==> src/sv/mcuc_pkg.sv <==
// Shared constants and types for the Monte Carlo unit-circle counter.
// The hash constants, field widths, CSR map and the controller command bundle live here.
// No dependencies.
`default_nettype none

package mcuc_pkg;

   // hash finalizer constants
   localparam logic [63:0] MIX_M1 = 64'hbf58476d1ce4e5b9;
   localparam logic [63:0] MIX_M2 = 64'h94d049bb133111eb;
   localparam int MIX1_SHIFT = 30;
   localparam int MIX2_SHIFT = 27;
   localparam int FIN_SHIFT  = 31;
   localparam int DROP_BITS  = 11;

   localparam int SEED_W      = 64;
   localparam int INDEX_W     = 48;
   localparam int COORD_W     = 54;
   localparam int COUNT_OUT_W = 49;
   localparam int SQ_W        = 108;

   // 1.0 with 53 fraction bits, and 1.0 squared with 106 fraction bits
   localparam logic [COORD_W-1:0] FRAC_ONE  = 54'h20000000000000;
   localparam logic [SQ_W-1:0]    HIT_LIMIT = 108'd1 << 106;

   localparam int REQ_DATA_W = 48;
   localparam int RSP_DATA_W = 160;
   localparam int RSP_PAD_W  = RSP_DATA_W - (2 * COORD_W + 1 + COUNT_OUT_W);

   localparam int CSR_ADDR_W = 3;
   localparam int CSR_DATA_W = 64;
   localparam logic [CSR_ADDR_W-1:0] CSR_SEED_ADDR = 3'd0;
   localparam logic [SEED_W-1:0]     SEED_RESET    = 64'd2026;

   typedef struct packed {
      logic load;        // capture a new item
      logic mix_mul;     // partial products of a hash round
      logic mix_second;  // select second hash round
      logic mix_add;     // fold partial products into the hash word
      logic fin;         // final xor-shift, coordinate and magnitude
      logic sq_mul;      // partial products of the magnitude square
      logic sq_add;      // assemble the square
      logic emit;        // load the result register and update the count
   } mcuc_cmd_type;

endpackage

`default_nettype wire

==> src/sv/mcuc_ctrl.sv <==
// Controller: sequences one sample through the hash rounds, square and result load.
// Owns the input ready and the result valid.
// Depends on mcuc_pkg.
`default_nettype none

module mcuc_ctrl (
   input  wire                     clock,
   input  wire                     reset,
   input  wire                     req_tvalid,
   output logic                    req_tready,
   output logic                    rsp_tvalid,
   input  wire                     rsp_tready,
   output mcuc_pkg::mcuc_cmd_type  cmd
);
   import mcuc_pkg::*;

   localparam logic [3:0] ST_IDLE     = 4'd0;
   localparam logic [3:0] ST_MIX1_MUL = 4'd1;
   localparam logic [3:0] ST_MIX1_ADD = 4'd2;
   localparam logic [3:0] ST_MIX2_MUL = 4'd3;
   localparam logic [3:0] ST_MIX2_ADD = 4'd4;
   localparam logic [3:0] ST_FIN      = 4'd5;
   localparam logic [3:0] ST_SQ_MUL   = 4'd6;
   localparam logic [3:0] ST_SQ_ADD   = 4'd7;
   localparam logic [3:0] ST_EMIT     = 4'd8;

   logic [3:0] state_ff, state_in;
   logic       rsp_valid_ff, rsp_valid_in;
   logic       out_free;

   assign out_free = !rsp_valid_ff || rsp_tready;

   always_comb begin
      state_in   = state_ff;
      cmd        = '0;
      req_tready = 1'b0;
      unique case (state_ff)
         ST_IDLE: begin
            req_tready = 1'b1;
            if (req_tvalid) begin
               cmd.load = 1'b1;
               state_in = ST_MIX1_MUL;
            end
         end
         ST_MIX1_MUL: begin
            cmd.mix_mul = 1'b1;
            state_in    = ST_MIX1_ADD;
         end
         ST_MIX1_ADD: begin
            cmd.mix_add = 1'b1;
            state_in    = ST_MIX2_MUL;
         end
         ST_MIX2_MUL: begin
            cmd.mix_mul    = 1'b1;
            cmd.mix_second = 1'b1;
            state_in       = ST_MIX2_ADD;
         end
         ST_MIX2_ADD: begin
            cmd.mix_add = 1'b1;
            state_in    = ST_FIN;
         end
         ST_FIN: begin
            cmd.fin  = 1'b1;
            state_in = ST_SQ_MUL;
         end
         ST_SQ_MUL: begin
            cmd.sq_mul = 1'b1;
            state_in   = ST_SQ_ADD;
         end
         ST_SQ_ADD: begin
            cmd.sq_add = 1'b1;
            state_in   = ST_EMIT;
         end
         ST_EMIT: begin
            // hold until the result register is free
            if (out_free) begin
               cmd.emit = 1'b1;
               state_in = ST_IDLE;
            end
         end
         default: begin
            state_in = ST_IDLE;
         end
      endcase
   end

   always_comb begin
      rsp_valid_in = rsp_valid_ff;
      if (cmd.emit) begin
         rsp_valid_in = 1'b1;
      end else if (rsp_tready) begin
         rsp_valid_in = 1'b0;
      end
   end

   always_ff @(posedge clock) begin
      if (reset) begin
         state_ff     <= ST_IDLE;
         rsp_valid_ff <= 1'b0;
      end else begin
         state_ff     <= state_in;
         rsp_valid_ff <= rsp_valid_in;
      end
   end

   assign rsp_tvalid = rsp_valid_ff;

endmodule

`default_nettype wire

==> config.mk <==
export PLATFORM = sky130hd
export DESIGN_NAME = mcuc_ctrl
export DESIGN_NICKNAME = d
export VERILOG_FILES = /design/src/sv/mcuc_pkg.sv /design/src/sv/mcuc_ctrl.sv
export SDC_FILE = /design/constraint.sdc
export NUM_CORES = 1
export LEC_CHECK = 0
export BUFFER_PORTS_ARGS = -buffer_cell sky130_fd_sc_hd__buf_4
export CAP_MARGIN = 10
export CORE_AREA = 2 2 39 41
export CTS_CLUSTER_SIZE = 24
export DETAILED_ROUTE_END_ITERATION = 10
export DIE_AREA = 0 0 41 43
export HOLD_SLACK_MARGIN = 0.03
export SYNTH_ARGS = -nofsm -noshare
export SYNTH_HDL_FRONTEND = slang
export SYNTH_SLANG_ARGS = --single-unit
==> constraint.sdc <==
create_clock -name clock -period 1.68 [get_ports clock]
set_clock_uncertainty 0.2 [all_clocks]
set_input_delay 0.252 -clock clock [delete_from_list [all_inputs] [get_ports clock]]
set_output_delay 0.252 -clock clock [all_outputs]
set_load 0.02 [all_outputs]
# --- Word-level counts from Yosys, hierarchy flattened ---
# Index checks and enable logic that the tools add are counted.
totals:
  ff_bits: 5
  latchBits: 0
  ramBits: 0
  mem_bits_ro: 0
  input_bits: 4
  output_inout_bits: 10
  elab_cells: 35
  memories: 0
op_classes:
  addsub: 0
  multipliers: 0
  div: 0
  order_cmp: 0
  n_eq_ne: 10
  shifts: 0
  n_mux: 16
  n_bitwise: 0
  n_reduce_logical: 7
op_table:
  columns: ["operator", "count"]
  rows:
  - ["$pmux W4 S9", 1]
  - ["$eq A4 B3 Y1 const B", 4]
  - ["$mux W1", 13]
  - ["$eq A4 B2 Y1 const B", 2]
  - ["$mux W4", 2]
  - ["$eq A4 B1 Y1 const B", 1]
  - ["$eq A4 B4 Y1 const B", 1]
  - ["$logic_not A4 Y1", 1]
  - ["$ne A2 B2 Y1 const B", 2]
  - ["$reduce_or A2 Y1", 2]
  - ["$reduce_and A2 Y1", 1]
  - ["$reduce_bool A2 Y1", 1]
  - ["$logic_not A1 Y1", 1]
  - ["$logic_or A1 B1 Y1", 1]

# --- Logic depth before layout (Yosys ltp) ---
# Gate-level depths: netlist (run 1).
logic_depth:
  depth_word: 5
  ltp_mapped: 4
  depth_no_buf: 2

# --- Worst setup path before layout (run 1) ---
# OpenSTA, ideal clock, no wires.
synth_path:
  path_type: "reg-to-output"
  from: "reg state_ff[1]"
  to: "out cmd[7] in the netlist's numbering"
  arrival_time_ns: 1.530
  setup_slack_ns: -0.302
  path_stages_with_launch: 4
  cell_sequence: "dfxtp_1 > buf_6 > nor4_1 > and2_1"
synth_lines:
  columns: ["item", "line_no", "rtl"]
  rows:
  - ["start: declaration", "mcuc_ctrl.sv:27", "logic [3:0] state_ff, state_in;"]
  - ["start signal: assignment", "mcuc_ctrl.sv:101", "state_ff <= state_in;"]
  - ["end: declaration", "mcuc_ctrl.sv:13", "output mcuc_pkg::mcuc_cmd_type cmd"]

==> results of run 1 <==
## synthesized netlist by cell type
master and count:
and2_1 1, buf_4 1, buf_6 1, nand2_1 1, o32ai_1 1, nand2b_1 2, or2_2 1, a21oi_2 1
nor3_1 3, nor4_1 2, nor2b_1 1, a21oi_1 1, nor2_1 3, nand3b_1 1, dfxtp_1 5, or3b_2 1
or4b_4 1, buf_2 2, a21bo_2 1, nor3b_1 2, xnor2_1 2
## critical path, cell delays in order (launching register included)
cell,delay [ns]
dfxtp_1,0.31
or4b_4,0.54
nor2b_2,0.12
buf_4,0.14
## kinds of logic after synthesis
family / after synthesis
xor gates and xnor gates: 2
buffers and inverters: 4
DFF: 5
and+or+nand+nor: 19
AOI/OAI and AO/OA: 4
## state kept, by name, indices dropped and copies added (netlist names)
| name | cells |
|---|---|
| rsp_tvalid | 1 |
| state_ff | 4 |
## how the worst min path moves through the flow
stage / start / to / slack [ns]
6_report: rsp_tready / state_ff[3] / 0.10
3_3_place_gp: reset / rsp_tvalid / 0.25
5_1_grt: rsp_tready / state_ff[3] / 0.12
4_1_cts: rsp_tready / state_ff[3] / 0.09
2_1_floorplan: reset / rsp_tvalid / 0.11
3_5_place_dp: reset / rsp_tvalid / 0.25
## per-layer routing
layer	wire, um	up-vias	global-route usage, %
met5	0	-	0
met4	14	0	8.00
met3	54	4	4.71
met2	380	12	14.1
met1	332	142	14.9
li1	-	161	-
## per-stage QoR
step,cells,utilization [%],setup WS [ns]
final,72,39.4,-0.123
after global routing,72,39.4,-0.177
after CTS,71,37.5,-0.157
after detailed placement,63,31.2,0.112
after global placement,63,31.2,0.124
after floorplan,34,-,0.00764
## final cells by class
type	count	share of cell area [%]
well taps	16	3.67
multi-input cells	25	38.8
clock buffers	4	4.82
flip-flops and latches	5	19.3
repair buffers	22	33.5
## power by group through the flow
stage | Combinational (W) | Clock, W | Sequential, W
floorplan | 0.0000839 | 0 | 0.000130
global placement | 0.000121 | 0 | 0.000133
detailed placement | 0.000122 | 0 | 0.000133
CTS | 0.000140 | 0.000147 | 0.000131
global route | 0.000163 | 0.000154 | 0.000134
finish | 0.000152 | 0.000140 | 0.000133
## repair_timing
item	CTS	global route
endpoints found under the setup margin	4	6
setup buffers	3	1
resized for setup	8	6
hold buffers	1	0
endpoints found under the hold margin	2	0
pin swaps	3	3
==> run_results.csv, run 1 <==
group,metric,value,unit
timing,holdWs,0.100,ns
die,core-area,1380,sq um
power,p_comb_share,35.8,%
final_layout,drive_above_1_share,67.9,%
worst_setup_path,r2r_slack,0.29,ns
worst_hold_path,hold_class,"primary input to register",
power,power_density,778,nW/um^2
detailed_routing,dr.first_iter.drc_count,3,
die,die-area,1760,sq um
final_layout,fin_area,546,sq um
timing,slew_headroom,83.7,%
global_routing,grt_pass1_vias,304,
worst_setup_path,cp.required,1.23,ns
timing,rsz0062_at_grt,"yes",
worst_setup_path,worstRegToRegCells,3,
final_layout,final_common_cell,"buf_4",
power,pwr-share-seq,31.3,%
synthesis,synthCells,34,
timing,hold_viol_final,0,
synthesis,synth.area.top_cells,"dfxtp_1 (34%), xnor2_1 (5.9%), nor3_1 (5.0%)",
power,intPower,0.000297,W
final_layout,diodes,0,
clocking,ctsLongestPathBuffers,2,
detailed_routing,drc,0,
power,p_total,0.000424,W
global_routing,grt_pass1_wl,1.30,mm
clocking,cts_buffers,3,
final_layout,nFillCells,143,
detailed_routing,antenna_left,0,
synthesis,synth_area_leader_cell,"dfxtp_1",
timing,setup_slack,-0.123,ns
synthesis,synth_top_family_by_area,"simple AND/OR/NAND/NOR gates",
final_layout,area.sequential,105,sq um
synthesis,ys_seq_area_share,33.6,%
synthesis,synth_adder_area_share,0,%
detailed_routing,vias,319,
synthesis,synth-seq-cells,5,
detailed_routing,wl_per_cell,10.9,um
detailed_routing,viasPerCell,4.43,
timing,drv_slew,0,
final_layout,layout.nets,61,
synthesis,synthesis.nets,38,
die,die_y,43,um
clocking,htreeDepth,1,
power,vdd_drop_max,0.000341,V
synthesis,synth_top_area_share,33.6,%
synthesis,yosys_warnings,0,
worst_setup_path,end_kind,"output port",
global_routing,overflow,0,
run_status,violations,"setup timing",
die,pin_count,14,
run_status,status,"complete, but fails checks",
worst_setup_path,reg2reg_to,"state_ff[3]",
final_layout,multiInputGateArea,211,sq um
detailed_routing,finalWirelength,782,um
synthesis,syn_avg_cell_area,8.76,sq um
timing,setup_violations,2,
timing,fmax,555,MHz
power,switching_share,30.0,%
timing,tns,-0.138,ns
final_layout,final_cell_mix,"buf_4 (17), buf_6 (4), nor2_1 (3), clkbuf_4 (3), dfxtp_1 (3)",
power,power.switching,0.000127,W
placed_design,io_buffers,13,
timing,worstMarginPinSlew,0.243,ns
detailed_routing,firstDrtPassIters,5,
timing,fin_crit,1.80,ns
timing,post-route-period-util,107,%
clocking,clk_latency,0.24,ns
worst_setup_path,cp-endpoint,"cmd[0]",
synthesis,synthXorXnorAreaFrac,5.88,%
synthesis,synthMuxAreaShare,0,%
worst_setup_path,setup.worst_path.start,"state_ff[2]",
worst_setup_path,reg2reg_from,"state_ff[2]",
worst_setup_path,crit_arrival,1.35,ns
die,placementRows,14,
synthesis,ys_types,21,
die,initial_utilization,21.5,%
global_routing,antenna_found_initial,0,
worst_setup_path,cp_max_fo,2,
power,total_leakage_power,0.232,nW
global_routing,grt_use_total,11.3,%
clocking,cts_sinks,5,
worst_hold_path,worstHoldPathCells,3,
synthesis,syn-cell-area,298,sq um
worst_setup_path,critPathLaunchType,"register",
clocking,cts_tree,"done",
synthesis,synth-compound-area-share,10.9,%
clocking,cts.clk_slew.worst_paths,0.05,ns
placed_design,placedInstanceArea,432,sq um
synthesis,synth-simple-area-share,39.9,%
die,die_x,41,um
placed_design,gp_congestion,0.737,
power,clkPwrFrac,32.9,%
final_layout,syn2layout_area_growth,83.2,%
global_routing,grt_max_degree,10,
worst_setup_path,path_class,"register to output port",
clocking,cts-root-buf,"clkbuf_4",
job,maxCapViolations,0,
Note: power is estimated with default switching activity, not from simulation.
==> inputs of run 2 (changes only) <==
Settings changed: PLACE_DENSITY_LB_ADDON from default to 0.25.
Clock period 1.68 ns to 1.89 ns, I/O delays scaled along.
==> run_results.csv, run 2 (synthesis results as in run 1) <==
group,metric,value,unit
timing,drv_slew,0,
detailed_routing,viasPerCell,4.34,
global_routing,overflow,0,
clocking,htreeDepth,1,
final_layout,drive_above_1_share,52.9,%
run_status,status,"finished, final reports clean",
power,p_total,0.000339,W
timing,fin_crit,1.85,ns
power,p_comb_share,30.3,%
timing,slew_headroom,83.8,%
detailed_routing,wl_per_cell,9.10,um
final_layout,layout.nets,56,
clocking,cts-root-buf,"clkbuf_4",
detailed_routing,finalWirelength,610,um
placed_design,dp_hpwl,471,um
worst_setup_path,cp_max_fo,7,
power,power.switching,0.000103,W
worst_hold_path,hold_class,"primary input to register",
detailed_routing,dr.first_iter.drc_count,2,
final_layout,post-route-util,33.0,%
placed_design,io_buffers,13,
die,die_y,43,um
global_routing,grt_use_total,7.84,%
die,pin_count,14,
detailed_routing,antenna_left,0,
global_routing,grt_max_degree,10,
die,core-area,1380,sq um
placed_design,gp_congestion,0.697,
power,vdd_drop_max,0.000302,V
clocking,clk_latency,0.24,ns
power,pwr-share-seq,33.6,%
final_layout,final_cell_mix,"buf_4 (16), dfxtp_1 (4), nor3_1 (3), nor2_1 (3), clkbuf_4 (3)",
die,die_x,41,um
detailed_routing,drc,0,
die,placementRows,14,
clocking,cts_setup_buffers,0,
clocking,ctsLongestPathBuffers,2,
worst_setup_path,crit_arrival,1.37,ns
power,power_density,743,nW/um^2
die,die-area,1760,sq um
global_routing,grt_pass1_vias,268,
detailed_routing,vias,291,
timing,fmax,540,MHz
timing,tns,0,ns
timing,rsz0062_at_grt,"no",
timing,hold_viol_final,0,
clocking,cts_tree,"done",
job,maxCapViolations,0,
final_layout,largest_register,"state_ff",
worst_setup_path,path_cells,"or4b_4 -> nor2b_1 -> buf_4",
timing,post-route-period-util,98.1,%
timing,holdWs,0.120,ns
die,initial_utilization,21.5,%
worst_setup_path,critPathLaunchType,"register",
power,switching_share,30.2,%
worst_setup_path,path_class,"register to output port",
power,intPower,0.000237,W
detailed_routing,firstDrtPassIters,4,
final_layout,syn2layout_area_growth,53.4,%
final_layout,largest_reg_flops,4,
final_layout,diodes,0,
global_routing,grt_pass1_wl,945,um
final_layout,final_common_cell,"buf_4",
clocking,cts_buffers,3,
worst_setup_path,cp.required,1.41,ns
timing,setup_violations,0,
clocking,cts.clk_slew.worst_paths,0.05,ns
global_routing,antenna_found_initial,0,
worst_setup_path,end_kind,"output port",
power,clkPwrFrac,36.1,%
timing,worstMarginPinSlew,0.241,ns
worst_setup_path,cp_slowest_cell,"or4b_4",
worst_setup_path,max_stage_delay,0.49,ns
power,total_leakage_power,0.192,nW
clocking,cts_sinks,5,
-- run 2: cell count changes in the layout (fill, tap and decap cells not counted), sizes merged --
| cell | previous run | this run |
|---|---|---|
| buf | 21 | 16 |
| clkinv | 0 | 1 |
| clkbuf | 4 | 3 |
-- run 2: final cells by class --
type / count / area, sq um
repair buffers: 17 / 130
fillers: 143 / 927
flip-flops and latches: 5 / 104
well taps: 16 / 20.0
clock buffers: 3 / 22.5
clock inverters: 1 / 5.00
multi-input cells: 25 / 175
-- run 2: power by group through the flow --
stage	sequential [W]	clock, W	combinational [W]
detailed placement	0.000117	0	0.000103
finish	0.000114	0.000122	0.000103
floorplan	0.000116	0	0.0000693
global route	0.000114	0.000132	0.000112
global placement	0.000117	0	0.000103
CTS	0.000115	0.000131	0.000105
-- run 2: worst paths after layout --
kind | start | end | slack (ns) | cells after the start
worst max register to register | state_ff[3] | state_ff[3] | 0.62 | 2
worst max-delay path | state_ff[3] | cmd[0] | 0.04 | 3
worst min register to register | state_ff[3] | state_ff[0] | 0.28 | 1
worst min-delay path | rsp_tready | state_ff[3] | 0.12 | 3
-- run 2: repair_timing --
item                                   in CTS  in global routing
gates resized for setup                     1                  1
endpoints found under the hold margin       1                  0
setup endpoints to repair                   1                  1
hold buffers                                1                  0
-- run 2: per-layer routing --
metal,part of all wire (%),routed length (um),vias to the layer above,global-route usage (%)
met5,0,0,-,0
met4,0,0,0,8.00
met3,6.6,40,0,0
met2,47,288,8,11.9
met1,46,281,128,9.03
li1,-,-,155,-
-- run 2: per-stage QoR --
stage / setup slack [ns] / std cells / area, sq um
detailed placement: 0.220 / 62 / 415
CTS: 0.00660 / 67 / 454
global route: 0.00719 / 67 / 457
finish: 0.0364 / 67 / 457
global placement: 0.235 / 62 / 415
floorplan: 0.130 / 34 / 304
-- run 2: worst max-delay path, delay by kind of cell, from the launching register on --
family                 cells  cell delay [ns]
AND/OR/NAND/NOR            2             0.61
flip-flops                 1             0.37
buffers and inverters      1             0.14
